==> src/rtl/core/stia_pkg.sv <==
// Shared types, codes and helpers for the radix string-to-integer converter.
`default_nettype none

package stia_pkg;

    localparam int MAX_RADIX   = 16;
    localparam int ALPHA_CHARS = 16;
    localparam int RADIX_W     = 5;
    localparam int DIGIT_W     = 4;
    localparam int MAG_W       = 32;
    localparam int ACC_W       = MAG_W + RADIX_W;
    localparam int CFG_DATA_W  = 64;
    localparam int CFG_INDEX_W = 2;

    localparam logic [MAG_W-1:0] MAG_LIMIT = 32'h8000_0000;

    localparam logic [CFG_INDEX_W-1:0] CFG_ALPHABET_LOW    = 2'd0;
    localparam logic [CFG_INDEX_W-1:0] CFG_ALPHABET_HIGH   = 2'd1;
    localparam logic [CFG_INDEX_W-1:0] CFG_ALPHABET_LENGTH = 2'd2;

    localparam logic [1:0] ST_OK           = 2'd0;
    localparam logic [1:0] ST_BAD_ALPHABET = 2'd1;
    localparam logic [1:0] ST_RANGE        = 2'd2;

    localparam logic [7:0] CH_NUL   = 8'h00;
    localparam logic [7:0] CH_TAB   = 8'h09;
    localparam logic [7:0] CH_CR    = 8'h0D;
    localparam logic [7:0] CH_SPACE = 8'h20;
    localparam logic [7:0] CH_PLUS  = 8'h2B;
    localparam logic [7:0] CH_MINUS = 8'h2D;

    typedef enum logic [1:0] {
        PH_SPACE,
        PH_SIGN,
        PH_DIGIT,
        PH_STOP
    } phase_t;

    typedef logic [ALPHA_CHARS-1:0][7:0] alphabet_t;

    typedef struct packed {
        logic [7:0] char_byte;
        logic       end_of_string;
    } char_item_t;

    typedef struct packed {
        logic signed [31:0] value;
        logic [1:0]         status;
    } result_item_t;

    // space, tab, newline, vertical tab, form feed, carriage return
    function automatic logic is_space(input logic [7:0] c);
        return (c == CH_SPACE) || ((c >= CH_TAB) && (c <= CH_CR));
    endfunction

endpackage

`default_nettype wire

==> src/rtl/core/string_to_int_any_base.sv <==
// Top level: streaming string-to-int32 converter with a configurable digit alphabet.
// A terminator is first registered at the input; its result is registered once the output is free.
// Throughput: one character per cycle unless a terminator meets a stalled result; one char-to-state update per cycle
//   (alphabet compare, 32x5 multiply-add and limit compare between input and state regs).
// Alphabet validity is re-evaluated into a register in the cycle after a config write.
// Reset (async, active low): alphabet registers and parse state clear, no result pending,
//   alphabet flagged invalid until configured.
`default_nettype none

module string_to_int_any_base (
    input  wire                                   clk,
    input  wire                                   rst_n,
    input  wire                                   char_valid,
    output logic                                  char_ready,
    input  stia_pkg::char_item_t                  char_data,
    output logic                                  result_valid,
    input  wire                                   result_ready,
    output stia_pkg::result_item_t                result_data,
    input  wire                                   cfg_valid,
    output logic                                  cfg_ready,
    input  wire  [stia_pkg::CFG_INDEX_W-1:0]      cfg_index,
    input  wire  [stia_pkg::CFG_DATA_W-1:0]       cfg_data
);

    logic                               s1_valid_reg;
    stia_pkg::char_item_t               s1_item_reg;

    logic [stia_pkg::CFG_DATA_W-1:0]    alpha_low_reg;
    logic [stia_pkg::CFG_DATA_W-1:0]    alpha_high_reg;
    logic [stia_pkg::RADIX_W-1:0]       alpha_len_reg;
    logic                               alpha_bad_reg;
    logic                               alpha_bad_next;

    stia_pkg::phase_t                   phase_reg;
    stia_pkg::phase_t                   phase_next;
    logic                               negative_reg;
    logic                               negative_next;
    logic [stia_pkg::MAG_W-1:0]         magnitude_reg;
    logic [stia_pkg::MAG_W-1:0]         magnitude_next;
    logic                               overflowed_reg;
    logic                               overflowed_next;

    logic                               result_valid_reg;
    stia_pkg::result_item_t             result_reg;
    stia_pkg::result_item_t             result_next;

    stia_pkg::alphabet_t                alpha;
    logic [stia_pkg::RADIX_W-1:0]       radix;
    logic                               digit_hit;
    logic [stia_pkg::DIGIT_W-1:0]       digit;
    logic [stia_pkg::ACC_W-1:0]         acc;
    logic                               acc_over;

    logic                               out_free;
    logic                               s1_fire;
    logic                               s1_end_fire;

    assign cfg_ready = 1'b1;

    assign out_free    = !result_valid_reg || result_ready;
    assign s1_fire     = s1_valid_reg && (!s1_item_reg.end_of_string || out_free);
    assign s1_end_fire = s1_fire && s1_item_reg.end_of_string;
    assign char_ready  = !s1_valid_reg || s1_fire;

    assign result_valid = result_valid_reg;
    assign result_data  = result_reg;

    assign alpha = {alpha_high_reg, alpha_low_reg};
    assign radix = (alpha_len_reg > stia_pkg::RADIX_W'(stia_pkg::MAX_RADIX))
                 ? stia_pkg::RADIX_W'(stia_pkg::MAX_RADIX) : alpha_len_reg;

    // first matching alphabet position wins
    always_comb
    begin
        digit_hit = 1'b0;
        digit     = '0;
        for (int k = stia_pkg::ALPHA_CHARS - 1; k >= 0; k--)
        begin
            if ((stia_pkg::RADIX_W'(k) < radix) && (alpha[k] == s1_item_reg.char_byte))
            begin
                digit_hit = 1'b1;
                digit     = stia_pkg::DIGIT_W'(k);
            end
        end
    end

    assign acc = stia_pkg::ACC_W'(magnitude_reg) * stia_pkg::ACC_W'(radix)
               + stia_pkg::ACC_W'(digit);
    assign acc_over = acc > stia_pkg::ACC_W'(stia_pkg::MAG_LIMIT);

    always_comb
    begin
        logic [7:0] c;
        logic       bad;
        bad = (alpha_len_reg < stia_pkg::RADIX_W'(2))
           || (alpha_len_reg > stia_pkg::RADIX_W'(stia_pkg::MAX_RADIX));
        for (int a = 0; a < stia_pkg::ALPHA_CHARS; a++)
        begin
            c = alpha[a];
            if (stia_pkg::RADIX_W'(a) < alpha_len_reg)
            begin
                if ((c == stia_pkg::CH_NUL) || (c == stia_pkg::CH_PLUS)
                    || (c == stia_pkg::CH_MINUS) || stia_pkg::is_space(c))
                begin
                    bad = 1'b1;
                end
                for (int b = a + 1; b < stia_pkg::ALPHA_CHARS; b++)
                begin
                    if ((stia_pkg::RADIX_W'(b) < alpha_len_reg) && (alpha[b] == c))
                    begin
                        bad = 1'b1;
                    end
                end
            end
        end
        alpha_bad_next = bad;
    end

    // parse state: next state
    always_comb
    begin
        stia_pkg::phase_t ph;
        logic             take;
        logic [7:0]       c;
        ph              = phase_reg;
        take            = 1'b1;
        c               = s1_item_reg.char_byte;
        phase_next      = phase_reg;
        negative_next   = negative_reg;
        magnitude_next  = magnitude_reg;
        overflowed_next = overflowed_reg;
        if (s1_fire)
        begin
            if (s1_item_reg.end_of_string)
            begin
                phase_next      = stia_pkg::PH_SPACE;
                negative_next   = 1'b0;
                magnitude_next  = '0;
                overflowed_next = 1'b0;
            end
            else
            begin
                if (ph == stia_pkg::PH_SPACE)
                begin
                    if (stia_pkg::is_space(c))
                        take = 1'b0;
                    else
                        ph = stia_pkg::PH_SIGN;
                end
                if (take && (ph == stia_pkg::PH_SIGN))
                begin
                    if (c == stia_pkg::CH_PLUS)
                    begin
                        take = 1'b0;
                    end
                    else if (c == stia_pkg::CH_MINUS)
                    begin
                        negative_next = !negative_reg;
                        take          = 1'b0;
                    end
                    else
                    begin
                        ph = stia_pkg::PH_DIGIT;
                    end
                end
                if (take && (ph == stia_pkg::PH_DIGIT))
                begin
                    if (!digit_hit)
                        ph = stia_pkg::PH_STOP;
                    else if (!overflowed_reg)
                    begin
                        if (acc_over)
                            overflowed_next = 1'b1;
                        else
                            magnitude_next = acc[stia_pkg::MAG_W-1:0];
                    end
                end
                phase_next = ph;
            end
        end
    end

    // result for a terminator
    always_comb
    begin
        result_next.value  = '0;
        result_next.status = stia_pkg::ST_OK;
        if (alpha_bad_reg)
            result_next.status = stia_pkg::ST_BAD_ALPHABET;
        else if (overflowed_reg || (!negative_reg && magnitude_reg[stia_pkg::MAG_W-1]))
            result_next.status = stia_pkg::ST_RANGE;
        else if (negative_reg)
            result_next.value = $signed(32'd0 - magnitude_reg);
        else
            result_next.value = $signed(magnitude_reg);
    end

    always_ff @(posedge clk or negedge rst_n)
    begin
        if (!rst_n)
        begin
            alpha_low_reg  <= '0;
            alpha_high_reg <= '0;
            alpha_len_reg  <= '0;
            alpha_bad_reg  <= 1'b1;
        end
        else
        begin
            alpha_bad_reg <= alpha_bad_next;
            if (cfg_valid)
            begin
                unique case (cfg_index)
                    stia_pkg::CFG_ALPHABET_LOW:    alpha_low_reg  <= cfg_data;
                    stia_pkg::CFG_ALPHABET_HIGH:   alpha_high_reg <= cfg_data;
                    stia_pkg::CFG_ALPHABET_LENGTH: alpha_len_reg  <= cfg_data[stia_pkg::RADIX_W-1:0];
                    default:                       ;
                endcase
            end
        end
    end

    always_ff @(posedge clk or negedge rst_n)
    begin
        if (!rst_n)
        begin
            s1_valid_reg     <= 1'b0;
            result_valid_reg <= 1'b0;
            phase_reg        <= stia_pkg::PH_SPACE;
            negative_reg     <= 1'b0;
            magnitude_reg    <= '0;
            overflowed_reg   <= 1'b0;
        end
        else
        begin
            if (char_ready)
                s1_valid_reg <= char_valid;
            if (s1_end_fire)
                result_valid_reg <= 1'b1;
            else if (result_ready)
                result_valid_reg <= 1'b0;
            phase_reg      <= phase_next;
            negative_reg   <= negative_next;
            magnitude_reg  <= magnitude_next;
            overflowed_reg <= overflowed_next;
        end
    end

    always_ff @(posedge clk)
    begin
        if (char_ready && char_valid)
            s1_item_reg <= char_data;
        if (s1_end_fire)
            result_reg <= result_next;
    end

endmodule

`default_nettype wire

==> config.mk <==
export PLATFORM = sky130hd
export DESIGN_NAME = string_to_int_any_base
export DESIGN_NICKNAME = d
export VERILOG_FILES = /design/src/rtl/core/stia_pkg.sv /design/src/rtl/core/string_to_int_any_base.sv
export SDC_FILE = /design/constraint.sdc
export NUM_CORES = 2
export LEC_CHECK = 0
export BUFFER_PORTS_ARGS = -buffer_cell sky130_fd_sc_hd__buf_2
export CAP_MARGIN = 10
export CELL_PAD_IN_SITES_DETAIL_PLACEMENT = 1
export CELL_PAD_IN_SITES_GLOBAL_PLACEMENT = 2
export CORE_ASPECT_RATIO = 0.5
export CORE_MARGIN = 1.5
export CORE_UTILIZATION = 37
export CTS_CLUSTER_SIZE = 24
export DETAILED_ROUTE_END_ITERATION = 10
export PLACE_DENSITY_LB_ADDON = 0.1
export SYNTH_ARGS = -nofsm -noshare
export SYNTH_HDL_FRONTEND = slang
export SYNTH_SLANG_ARGS = --single-unit
export TNS_END_PERCENT = 100
==> constraint.sdc <==
create_clock -name clk -period 6.4 [get_ports clk]
set_clock_uncertainty 0.05 [all_clocks]
set_input_delay 1.28 -clock clk [delete_from_list [all_inputs] [get_ports clk]]
set_output_delay 1.28 -clock clk [all_outputs]
set_load 0.02 [all_outputs]
==> flow_summary.ini <==
[sta]
fin_crit_ps = 6280
rsz0062_at_grt = yes
slew_viol_final = 0
slew-limit-headroom = 0.280
worstMarginPinSlew_ps = 1080
fmax_ghz = 0.159
setup_viol = 0
period_share = 0.981
hold_viol = 0

[floorplan]
chipWidth_microns = 399
start_util = 0.375
num_rows = 72
dieArea_sq_mm = 0.0803
fp.dieH_microns = 201
io_pins = 117
coreArea_sq_mm = 0.0775

[global_routing]
grt_max_degree = 105
grt_pass1_wl_microns = 201000
grt-ovfl-total = 0
grt.total_usage = 0.339
antenna_found_initial = 3
grt_pass1_vias = 28700

[synthesis]
yosysWarnings = 0
synth_cells = 3357
yosys_most_used_dff = dfrtp_1
yosysTopAreaCellShare = 0.199
synth_top_area_cell = xnor2_1
synthTopCellsByArea = xnor2_1 (20%), xor2_1 (15%), dfrtp_1 (15%)
yosysSeqAreaShare = 0.193
ys_types = 83
synth_edf_count = 43
ys_seq_elements = 215
synthesis.nets = 3605
synth_area_per_cell_sq_um = 8.65
syn_area_sq_mm = 0.0291
async_flop_share = 0.800

[drt]
top_layer = met4
num_vias = 27100
via_per_inst = 5.98
firstDrtPassIters = 5
wl_per_cell_microns = 30.3
drt-total-wl_microns = 138000
drc = 0
wl_met3_microns = 11100
drt_iter0_markers = 2299
wl_met2_microns = 61400
wl_met1_microns = 59700
ant_nets = 0

[worst_setup_path]
slowest_stage = or4b_4
worstPathRequired_ps = 6870
cp-end-kind = flop
crit_path_start = s1_item_reg[8]$_DFFE_PP_
cp_num_buf_inv = 9
ff2ff_path_depth = 28
rrSetupSlack_ps = 120
cp.depth = 28
cpMostUsedCell = buf_4
timing.rr.end = magnitude_reg[15]$_DFFE_PN0P_
critPathMaxFanout = 13
critical-path-max-stage-delay_ps = 580
critical_path.top_delay_family = simple AND/OR/NAND/NOR gates
cp-endpoint = magnitude_reg[15]$_DFFE_PN0P_
worst_ep_arrival_time_ps = 6750
critPathLaunchType = flop
rr_startpoint = s1_item_reg[8]$_DFFE_PP_
path_class = reg -> reg

[clock_network]
htree_num_levels = 1
cts_buffer_depth = 3
clockRootBuffer = clkbuf_16
hold_buffers = 0
cts_tree = built
clk_latency_ps = 620
numCtsBuffers = 28
clk_pin_slew_ps = 70
clock-sinks = 215

[flow_run]
max_cap_violations = 0

[place]
dp.cells = 4461
post-dp-hpwl_microns = 92000
numPortBuffers = 115
gp_congestion = 0.932

[power]
power_leakage_nw = 13.6
p_per_area_mw_per_mm2 = 264
peakVddDrop_mv = 0.225

[min_path]
min_path_type = reg -> reg
holdCritStartpoint = overflowed_reg$_DFFE_PN0P_

[final_layout]
fin_util = 0.435
final_cell_mix = xnor2_1 (657), xor2_1 (491), buf_4 (318), nand4_1 (179), dfrtp_1 (168)
multi_input_comb_area_sq_mm = 0.0220
area_growth_pct = 16.0
fin_cells = 4533
drive_gt1_frac = 0.207
final_common_cell = xnor2_1
nets = 3722
nFillCells = 8909
seq_area_sq_mm = 0.00560

[run_status]
status = finished clean
## Yosys cell counts, types with 86 or more instances
cell type  number
xnor2_1       660
xor2_1        492
clkbuf_1      234
nand4_1       179
dfrtp_1       171
nor4_1        155
nand2_1       151
mux2_2        134
buf_1         103
fa_1           94
inv_1          93
nor2_1         92
nor3_1         86
## stage by stage
step           cell area, sq um  worst slack [ps]  hold slack [ps]  total power, mW  TNS, ps
2_1_floorplan             29100              36.0              423             5.27        0
6_report                  33700               124              485             8.90        0
4_1_cts                   33300              2.46              494             8.78        0
3_5_place_dp              32200              -410              477             7.09   -13120
3_3_place_gp              32200              -285              474             6.95    -9080
5_1_grt                   33700              -119              506             9.26    -3070
## final cells by class
class | count | area share
multi-input cells | 2674 | 0.653
diodes | 2 | 0.000149
clock inverters | 13 | 0.00327
clock buffers | 38 | 0.0246
repair buffers | 461 | 0.103
inverters | 94 | 0.0105
well taps | 1036 | 0.0385
flip-flops and latches | 215 | 0.166
## logic make-up after synthesis
group                    Yosys count  share of synthesized area
XOR/XNOR                        1152                      0.347
AND/OR/NAND/NOR                  899                      0.170
buffers and inverters            472                     0.0640
AO/OA/AOI/OAI                    313                     0.0758
flip-flops                       215                      0.193
adder cells (fa/ha/maj)          169                     0.0970
multiplexers                     136                     0.0526
other                              1                   0.000129
## layer usage
metal / vias up / track usage
li1: 11600 / -
met1: 14000 / 0.457
met3: 324 / 0.0706
met2: 1129 / 0.535
met4: 0 / 0.118
met5: - / 0
## where the power goes
part | leakage, nW | internal (mW) | switching [mW]
clock | 0.462 | 0.914 | 0.722
sequential | 2.52 | 1.58 | 0.218
combinational | 10.6 | 2.04 | 3.42
## how the worst min path moves through the flow
stage	to	slack, ps	cells past startpoint
finish	overflowed_reg$_DFFE_PN0P_	480	1
global route	overflowed_reg$_DFFE_PN0P_	510	1
floorplan	phase_reg[1]$_DFFE_PN0P_	420	2
detailed placement	result_valid$_DFFE_PN0P_	480	2
global placement	result_valid$_DFFE_PN0P_	470	2
CTS	overflowed_reg$_DFFE_PN0P_	490	1
## timing repair
item / in CTS / in global routing
pin swaps: 9 / 31
setup endpoints to repair: 33 / 33
resized for setup: 23 / 58
gates cloned: 4 / 4
setup buffers: 1 / 9
endpoints found under the hold margin: 0 / 0
Power figures use the tool's default switching activity.
